### config.mk
export PLATFORM = sky130hd
export DESIGN_NAME = rtcp_sender_report_scheduler_unit
export DESIGN_NICKNAME = d
export VERILOG_FILES = /design/src/rtl/srs_pkg.sv /design/src/rtl/srs_front.sv /design/src/rtl/srs_queue.sv /design/src/rtl/srs_back.sv /design/src/rtl/rtcp_sender_report_scheduler_unit.sv
export SDC_FILE = /design/constraint.sdc
export NUM_CORES = 1
export LEC_CHECK = 0
export BUFFER_PORTS_ARGS = -buffer_cell sky130_fd_sc_hd__buf_2
export CAP_MARGIN = 20
export CORE_ASPECT_RATIO = 0.75
export CORE_MARGIN = 5
export CORE_UTILIZATION = 42
export CTS_CLUSTER_DIAMETER = 150
export DETAILED_ROUTE_END_ITERATION = 10
export MAX_ROUTING_LAYER = met4
export SLEW_MARGIN = 20
export SYNTH_ARGS = -nofsm -noshare
export SYNTH_HDL_FRONTEND = slang
export SYNTH_SLANG_ARGS = --single-unit
### constraint.sdc
create_clock -name i_clk -period 12 [get_ports i_clk]
set_input_delay 0.6 -clock i_clk [delete_from_list [all_inputs] [get_ports i_clk]]
set_output_delay 0.6 -clock i_clk [all_outputs]
set_load 0.01 [all_outputs]
### src/rtl/srs_pkg.sv
// ----------------------------------------------------------------------------
// srs_pkg: shared types and constants of the sender-report scheduler
// Holds the report descriptor, the event codes and the fixed RTCP constants.
// ----------------------------------------------------------------------------
package srs_pkg;

    // Event codes on the input side.
    typedef enum logic [0:0] {
        CMD_PACKET = 1'b0,
        CMD_START  = 1'b1
    } t_cmd;

    // Word positions inside one sender report.
    typedef enum logic [2:0] {
        W_HEADER  = 3'd0,
        W_SSRC    = 3'd1,
        W_NTP_SEC = 3'd2,
        W_NTP_FRC = 3'd3,
        W_RTP_TS  = 3'd4,
        W_PKT_CNT = 3'd5,
        W_BYTE_CNT = 3'd6
    } t_word_idx;

    localparam logic [1:0]  SR_VERSION  = 2'd2;
    localparam logic [7:0]  SR_PTYPE    = 8'd200;
    localparam logic [15:0] SR_LENGTH   = 16'd6;
    localparam logic [31:0] SR_HEADER   = {SR_VERSION, 6'd0, SR_PTYPE, SR_LENGTH};

    localparam logic [15:0] MIN_RTP_LEN     = 16'd12;
    localparam int          CREDIT_DIV      = 80;
    localparam logic [31:0] MIN_GAP_SECONDS = 32'd5;

    localparam int          CL_WIDTH        = 10;
    localparam int          LIMIT_WIDTH     = 17;
    localparam logic [CL_WIDTH-1:0]    CL_RESET    = 10'd28;
    localparam logic [LIMIT_WIDTH-1:0] LIMIT_RESET = LIMIT_WIDTH'(28 * CREDIT_DIV);

    // Everything the back end needs to build one report.
    typedef struct packed {
        logic [31:0] ssrc;
        logic [31:0] ntp_sec;
        logic [31:0] ntp_frac;
        logic [31:0] rtp_ts;
        logic [31:0] pkt_count;
        logic [31:0] byte_count;
    } t_report;

endpackage

### src/rtl/srs_front.sv
// ----------------------------------------------------------------------------
// srs_front: event classification and counters
// Updates the packet, byte and credit counters and decides when a report is due.
// ----------------------------------------------------------------------------
module srs_front
    import srs_pkg::*;
(
    input  logic                i_clk,
    input  logic                i_rst_n,
    input  logic                i_valid,
    input  logic                i_cmd,
    input  logic [15:0]         i_packet_length,
    input  logic [31:0]         i_rtp_timestamp,
    input  logic [31:0]         i_source_id,
    input  logic [63:0]         i_now_ntp,
    input  logic                i_cfg_we,
    input  logic [CL_WIDTH-1:0] i_cfg_data,
    output logic                o_push,
    output t_report             o_report
);

    logic [31:0]            r_pkt_total, n_pkt_total;
    logic [31:0]            r_byte_total, n_byte_total;
    logic [31:0]            r_credit, n_credit;
    logic [31:0]            r_last_sec, n_last_sec;
    logic [LIMIT_WIDTH-1:0] r_limit, n_limit;

    logic [LIMIT_WIDTH-1:0] cfg_ext;
    logic [31:0]            now_sec;
    logic [31:0]            credit_sum;
    logic                   is_start;
    logic                   is_packet;
    logic                   credit_ok;
    logic                   time_ok;

    assign now_sec  = i_now_ntp[63:32];
    assign cfg_ext  = LIMIT_WIDTH'(i_cfg_data);

    // floor(credit / 80) >= length is the same as credit >= 80 * length.
    assign credit_sum = r_credit + 32'(i_packet_length);
    assign credit_ok  = credit_sum >= 32'(r_limit);
    assign time_ok    = now_sec >= (r_last_sec + MIN_GAP_SECONDS);

    assign is_start  = i_valid && (t_cmd'(i_cmd) == CMD_START);
    assign is_packet = i_valid && (t_cmd'(i_cmd) == CMD_PACKET)
                       && (i_packet_length >= MIN_RTP_LEN);

    always_comb begin
        n_limit      = i_cfg_we ? ((cfg_ext << 6) + (cfg_ext << 4)) : r_limit;
        n_pkt_total  = r_pkt_total;
        n_byte_total = r_byte_total;
        n_credit     = r_credit;
        n_last_sec   = r_last_sec;
        o_push       = 1'b0;
        if (is_start) begin
            n_last_sec = now_sec;
        end else if (is_packet) begin
            n_pkt_total  = r_pkt_total + 32'd1;
            n_byte_total = r_byte_total + 32'(i_packet_length);
            n_credit     = credit_sum;
            if (credit_ok && time_ok) begin
                o_push     = 1'b1;
                n_credit   = 32'd0;
                n_last_sec = now_sec;
            end
        end
    end

    assign o_report.ssrc       = i_source_id;
    assign o_report.ntp_sec    = now_sec;
    assign o_report.ntp_frac   = i_now_ntp[31:0];
    assign o_report.rtp_ts     = i_rtp_timestamp;
    assign o_report.pkt_count  = n_pkt_total;
    assign o_report.byte_count = n_byte_total;

    always_ff @(posedge i_clk) begin
        if (!i_rst_n) begin
            r_pkt_total  <= 32'd0;
            r_byte_total <= 32'd0;
            r_credit     <= 32'd0;
            r_last_sec   <= 32'd0;
            r_limit      <= LIMIT_RESET;
        end else begin
            r_pkt_total  <= n_pkt_total;
            r_byte_total <= n_byte_total;
            r_credit     <= n_credit;
            r_last_sec   <= n_last_sec;
            r_limit      <= n_limit;
        end
    end

endmodule

### src/rtl/srs_queue.sv
// ----------------------------------------------------------------------------
// srs_queue: report descriptor queue
// A small first-in first-out store that parts the front end from the back end.
// ----------------------------------------------------------------------------
module srs_queue
    import srs_pkg::*;
#(
    parameter int DEPTH = 4
) (
    input  logic    i_clk,
    input  logic    i_rst_n,
    input  logic    i_push,
    input  t_report i_data,
    input  logic    i_pop,
    output logic    o_full,
    output logic    o_valid,
    output t_report o_data
);

    localparam int PTR_W = (DEPTH > 1) ? $clog2(DEPTH) : 1;
    localparam int CNT_W = $clog2(DEPTH + 1);
    localparam logic [PTR_W-1:0] LAST_PTR = PTR_W'(DEPTH - 1);

    t_report             r_mem [DEPTH];
    logic [PTR_W-1:0]    r_wr_ptr, n_wr_ptr;
    logic [PTR_W-1:0]    r_rd_ptr, n_rd_ptr;
    logic [CNT_W-1:0]    r_count, n_count;
    logic                do_push;
    logic                do_pop;

    assign o_full  = (r_count == CNT_W'(DEPTH));
    assign o_valid = (r_count != '0);
    assign o_data  = r_mem[r_rd_ptr];

    assign do_push = i_push && !o_full;
    assign do_pop  = i_pop && o_valid;

    always_comb begin
        n_wr_ptr = r_wr_ptr;
        n_rd_ptr = r_rd_ptr;
        n_count  = r_count;
        if (do_push) begin
            n_wr_ptr = (r_wr_ptr == LAST_PTR) ? '0 : r_wr_ptr + PTR_W'(1);
        end
        if (do_pop) begin
            n_rd_ptr = (r_rd_ptr == LAST_PTR) ? '0 : r_rd_ptr + PTR_W'(1);
        end
        if (do_push && !do_pop) begin
            n_count = r_count + CNT_W'(1);
        end else if (do_pop && !do_push) begin
            n_count = r_count - CNT_W'(1);
        end
    end

    always_ff @(posedge i_clk) begin
        if (do_push) begin
            r_mem[r_wr_ptr] <= i_data;
        end
    end

    always_ff @(posedge i_clk) begin
        if (!i_rst_n) begin
            r_wr_ptr <= '0;
            r_rd_ptr <= '0;
            r_count  <= '0;
        end else begin
            r_wr_ptr <= n_wr_ptr;
            r_rd_ptr <= n_rd_ptr;
            r_count  <= n_count;
        end
    end

endmodule

### src/rtl/srs_back.sv
// ----------------------------------------------------------------------------
// srs_back: report serializer
// Walks the head descriptor of the queue out as seven report words.
// ----------------------------------------------------------------------------
module srs_back
    import srs_pkg::*;
(
    input  logic        i_clk,
    input  logic        i_rst_n,
    input  logic        i_head_valid,
    input  t_report     i_head,
    input  logic        i_pop,
    output logic        o_release,
    output logic        o_empty,
    output logic [31:0] o_report_word,
    output logic [2:0]  o_word_index,
    output logic        o_last_word
);

    t_word_idx r_idx, n_idx;
    logic      take;

    assign o_empty      = !i_head_valid;
    assign take         = i_pop && i_head_valid;
    assign o_last_word  = (r_idx == W_BYTE_CNT);
    assign o_release    = take && o_last_word;
    assign o_word_index = r_idx;

    always_comb begin
        n_idx = r_idx;
        if (take) begin
            n_idx = o_last_word ? W_HEADER : t_word_idx'(r_idx + 3'd1);
        end
    end

    always_comb begin
        unique case (r_idx)
            W_HEADER:   o_report_word = SR_HEADER;
            W_SSRC:     o_report_word = i_head.ssrc;
            W_NTP_SEC:  o_report_word = i_head.ntp_sec;
            W_NTP_FRC:  o_report_word = i_head.ntp_frac;
            W_RTP_TS:   o_report_word = i_head.rtp_ts;
            W_PKT_CNT:  o_report_word = i_head.pkt_count;
            W_BYTE_CNT: o_report_word = i_head.byte_count;
            default:    o_report_word = SR_HEADER;
        endcase
    end

    always_ff @(posedge i_clk) begin
        if (!i_rst_n) begin
            r_idx <= W_HEADER;
        end else begin
            r_idx <= n_idx;
        end
    end

endmodule

### src/rtl/rtcp_sender_report_scheduler_unit.sv
// ----------------------------------------------------------------------------
// rtcp_sender_report_scheduler_unit: RTCP sender-report scheduler, top level
// A due report enters the descriptor queue at the edge that accepts its packet
// event; with the queue empty, its header word is on the result ports right
// after it. The seven words drain at one word per cycle while pop is high.
// Throughput: one event per cycle; the descriptor queue depth sets how many
// reports may wait before full rises and the event side stalls.
// Reset (synchronous, active low) clears all counters, sets the compound length
// to 28 bytes and empties the queue; there is no clearing pass.
// ----------------------------------------------------------------------------
module rtcp_sender_report_scheduler_unit
    import srs_pkg::*;
#(
    parameter int QUEUE_DEPTH = 4
) (
    input  logic                i_clk,
    input  logic                i_rst_n,
    // Event side
    input  logic                push,
    output logic                full,
    input  logic                i_cmd,
    input  logic [15:0]         i_packet_length,
    input  logic [31:0]         i_rtp_timestamp,
    input  logic [31:0]         i_source_id,
    input  logic [63:0]         i_now_ntp,
    // Configuration
    input  logic                i_cfg_we,
    input  logic [CL_WIDTH-1:0] i_cfg_data,
    // Result side
    output logic                empty,
    input  logic                pop,
    output logic [31:0]         o_report_word,
    output logic [2:0]          o_word_index,
    output logic                o_last_word
);

    // An event is taken whenever the queue has room. Most events never make
    // a report, but holding the gate on queue space keeps the front simple.
    logic    accept;
    logic    q_push;
    t_report q_in;
    logic    q_valid;
    t_report q_head;
    logic    q_release;

    assign accept = push && !full;

    // The front end updates the counters and, when both the byte credit
    // and the five-second gap allow it, hands a report descriptor on.
    srs_front u_front (
        .i_clk           (i_clk),
        .i_rst_n         (i_rst_n),
        .i_valid         (accept),
        .i_cmd           (i_cmd),
        .i_packet_length (i_packet_length),
        .i_rtp_timestamp (i_rtp_timestamp),
        .i_source_id     (i_source_id),
        .i_now_ntp       (i_now_ntp),
        .i_cfg_we        (i_cfg_we),
        .i_cfg_data      (i_cfg_data),
        .o_push          (q_push),
        .o_report        (q_in)
    );

    // Descriptors wait here so that the event side keeps running while
    // the result side stalls on a report.
    srs_queue #(
        .DEPTH (QUEUE_DEPTH)
    ) u_queue (
        .i_clk   (i_clk),
        .i_rst_n (i_rst_n),
        .i_push  (q_push),
        .i_data  (q_in),
        .i_pop   (q_release),
        .o_full  (full),
        .o_valid (q_valid),
        .o_data  (q_head)
    );

    // The back end shows the head descriptor one word at a time and frees
    // it when the last word is taken.
    srs_back u_back (
        .i_clk         (i_clk),
        .i_rst_n       (i_rst_n),
        .i_head_valid  (q_valid),
        .i_head        (q_head),
        .i_pop         (pop),
        .o_release     (q_release),
        .o_empty       (empty),
        .o_report_word (o_report_word),
        .o_word_index  (o_word_index),
        .o_last_word   (o_last_word)
    );

endmodule

==> impl_metrics.env <==
export IMPL_ys_top_cells_by_count="edfxtp_1, mux4_2, nand2_1, dfxtp_1, ha_1"
export IMPL_max_slew_margin_pct=28.0
export IMPL_hold_viol_final=0
export IMPL_power_clock_fraction_pct=40.4
export IMPL_avgSynthCellArea_sq_um=15.9
export IMPL_grt_pass1_wl_um=144000
export IMPL_syn_area_sq_um=39200
export IMPL_ys_types=69
export IMPL_worst_ep_arrival_time_ns=7.11
export IMPL_place_hpwl_um=63800
export IMPL_cp_max_fo=69
export IMPL_die_x_um=363
export IMPL_nFillCells=7971
export IMPL_drc_errors=0
export IMPL_syn_nets=2717
export IMPL_startpoint_type="flip-flop"
export IMPL_drive_gt1_share_pct=21.2
export IMPL_use_met3_pct=3.78
export IMPL_routed_wl_um=97300
export IMPL_clk_transition_reported_paths_ns=0.06
export IMPL_pwr_share_seq_pct=50.4
export IMPL_regArea_sq_um=26100
export IMPL_max_freq_ghz=0.146
export IMPL_dieArea_sq_um=99500
export IMPL_die_h_um=274
export IMPL_fin_crit_sh_pct=57.2
export IMPL_io_buffers=197
export IMPL_ir_drop_v=0.000100
export IMPL_switching_share_pct=23.0
export IMPL_dominantRegCellSynth="edfxtp_1"
export IMPL_grt_busiest_layer="met2"
export IMPL_multi_input_area_sq_um=12400
export IMPL_setup_tns_final_ns=0
export IMPL_required_ns=12.25
export IMPL_p_total_mw=7.21
export IMPL_cts_root_buf="clkbuf_16"
export IMPL_synth_most_common_cell="edfxtp_1"
export IMPL_grt_use_met2_pct=30.0
export IMPL_worstSkewPairLatency_ns=0.66
export IMPL_synth_edff_count=768
export IMPL_yosys_warnings=0
export IMPL_tightest_slew_ns=1.07
export IMPL_overflow=0
export IMPL_synthToLayoutAreaGrowth_pct=13.7
export IMPL_finalSetupViolations=0
export IMPL_maxCapViolCount=0
export IMPL_pwr_share_comb_pct=9.2
export IMPL_grt_pass1_vias=22035
export IMPL_status="finished clean"
export IMPL_wl_per_cell_um=24.5
export IMPL_post_cts_buffers=0
export IMPL_met1_usage_pct=28.0
export IMPL_layout_nets=2909
export IMPL_worstHoldPathType="in2reg"
export IMPL_synth_top_cell_area_share_pct=58.9
export IMPL_internal_power_mw=5.55
export IMPL_synth_top_area_cell="edfxtp_1"
export IMPL_first_iter_violations=2154
export IMPL_fin_skew_ns=0.0323
export IMPL_ys_seq_area_share_pct=66.7
export IMPL_dr_pass1_iters=5
export IMPL_grt_antenna_before_repair=12
export IMPL_cts_resized=0
export IMPL_core_area_sq_um=93000
export IMPL_cts_buffer_depth=3
export IMPL_switchingPower_mw=1.66
export IMPL_ys_ff_latch=921
export IMPL_rsz0062_at_grt="no"
export IMPL_cts_sinks=921
export IMPL_power_density_nw_per_um2=162
export IMPL_numCtsBuffers=92
export IMPL_cts_tree="yes"
export IMPL_vias=22294
export IMPL_p_leak_nw=14.9
export IMPL_final_antenna_net_count=0
export IMPL_start_util_pct=42.1
export IMPL_drv_slew=0
export IMPL_end_kind="flip-flop"
export IMPL_synth_area_leaders="edfxtp_1, mux4_2, dfxtp_1"
export IMPL_io_pins=198
export IMPL_htreeDepth=3
export IMPL_hold_buffers=0
export IMPL_place_congestion=0.833
export IMPL_num_rows=97
export IMPL_via_per_inst=5.61
export IMPL_grt_start_max_net_pins=132
export IMPL_async_reset_ff_share_pct=0
export IMPL_crit_type="reg2reg"
export IMPL_grtUsageTotal_pct=19.9
export IMPL_syn_inst=2459
export IMPL_post_route_min_period_ns=6.86
## sequential cells by signal (all words and copies together), names as in the netlist, named ones only
signal                flops
u_front.r_credit         32
u_front.r_pkt_total      32
u_queue.r_mem           768
u_front.r_last_sec       32
u_queue.r_rd_ptr          2
u_front.r_limit          13
u_back.o_word_index       3
u_queue.r_count           3
u_front.r_byte_total     32
u_queue.r_wr_ptr          2
## through the flow
stage	cell area, sq um	cells	hold WS [ns]	utilization, %	setup slack (ns)
after floorplan	39200	2459	0.441	-	2.89
after global placement	41400	3793	0.462	44.6	4.87
after detailed placement	41400	3793	0.464	44.6	4.75
after CTS	44500	3965	0.123	47.9	5.14
after global routing	44500	3976	0.131	47.9	4.69
final	44500	3977	0.165	47.9	5.14
## path summary, 6_finish.rpt
| path | to | from | cells past startpoint | slack (ns) |
|---|---|---|---|---|
| setup / recovery | u_queue.r_mem[2][46]$_DFFE_PP_ | u_front.r_credit[1]$_SDFFE_PN0P_ | 18 | 5.14 |
| hold / removal | u_queue.r_mem[0][64]$_DFFE_PP_ | i_rtp_timestamp[0] | 1 | 0.17 |
| setup reg to reg | u_queue.r_mem[2][46]$_DFFE_PP_ | u_front.r_credit[1]$_SDFFE_PN0P_ | 18 | 5.14 |
| hold reg to reg | u_front.r_limit[10]$_SDFFE_PN0P_ | u_front.r_limit[10]$_SDFFE_PN0P_ | 2 | 0.47 |
## per-layer routing
metal / up-vias / part of all wire [%] / wire length, um
met3: 149 / 6.5 / 6330
li1: 10057 / - / -
met2: 681 / 46 / 44800
met5: - / 0 / 0
met1: 11407 / 45 / 43900
met4: 0 / 2.4 / 2340
## layout by cell type, fill, tap and decap left out, types with 11 or more instances in the layout
cell	n
clkinv_1	19
xor2_1	60
nand4_1	26
and2_1	79
inv_1	48
nor3_1	47
a21o_1	24
clkinv_2	14
nor4_1	13
clkbuf_1	19
nor2_1	82
ha_1	94
o21ai_0	39
a21oi_1	68
nand3_1	81
buf_4	22
a22oi_1	79
and3_1	16
xnor2_1	64
bufinv_16	11
dfxtp_1	151
mux2i_1	60
clkbuf_16	95
mux4_2	192
buf_2	196
nand2_1	167
diode_2	11
edfxtp_1	768
## logic make-up (layout without fill, tap and decap cells)
| family | Yosys count | in the layout | share of synthesized area [%] |
|---|---|---|---|
| buffers and inverters | 172 | 442 | 1.80 |
| XOR/XNOR | 124 | 124 | 2.77 |
| multiplexers | 252 | 252 | 12.6 |
| flip-flops | 921 | 921 | 66.7 |
| AO/OA/AOI/OAI | 314 | 314 | 5.55 |
| adder cells (fa/ha/maj) | 98 | 98 | 3.21 |
| AND/OR/NAND/NOR | 578 | 578 | 7.41 |
| other | 0 | 11 | 0 |
## cell type report
type / count / area share [%]
antenna: 11 / 0.0618
clock buffer: 118 / 5.60
clock inverter: 54 / 1.29
inverter: 49 / 0.413
multi-input combinational: 1366 / 27.8
sequential: 921 / 58.7
tap: 1237 / 3.47
timing repair buffer: 221 / 2.71
## critical path, stage by stage (launching register included)
cell and delay, ns:
dfxtp_1 0.38, ha_1 0.25, a211oi_1 0.45, o21ai_0 0.27
a31oi_1 0.55, o21ai_0 0.36, a31o_2 0.34, o21ba_2 0.20
ha_1 0.28, and2_1 0.18, a221oi_1 0.40, o2111ai_1 0.15
a2111oi_0 0.31, nand3_1 0.14, or4_1 0.42, nor4_1 0.43
a311oi_4 0.19, and2_4 0.50, buf_4 0.59
## power groups by stage
stage,combinational [mW],sequential [mW],clock (mW)
detailed placement,0.666,3.70,0
global placement,0.658,3.69,0
finish,0.664,3.63,2.91
global route,0.728,3.64,3.12
CTS,0.670,3.63,2.98
floorplan,0.427,3.70,0
Power figures use the tool's default switching activity.
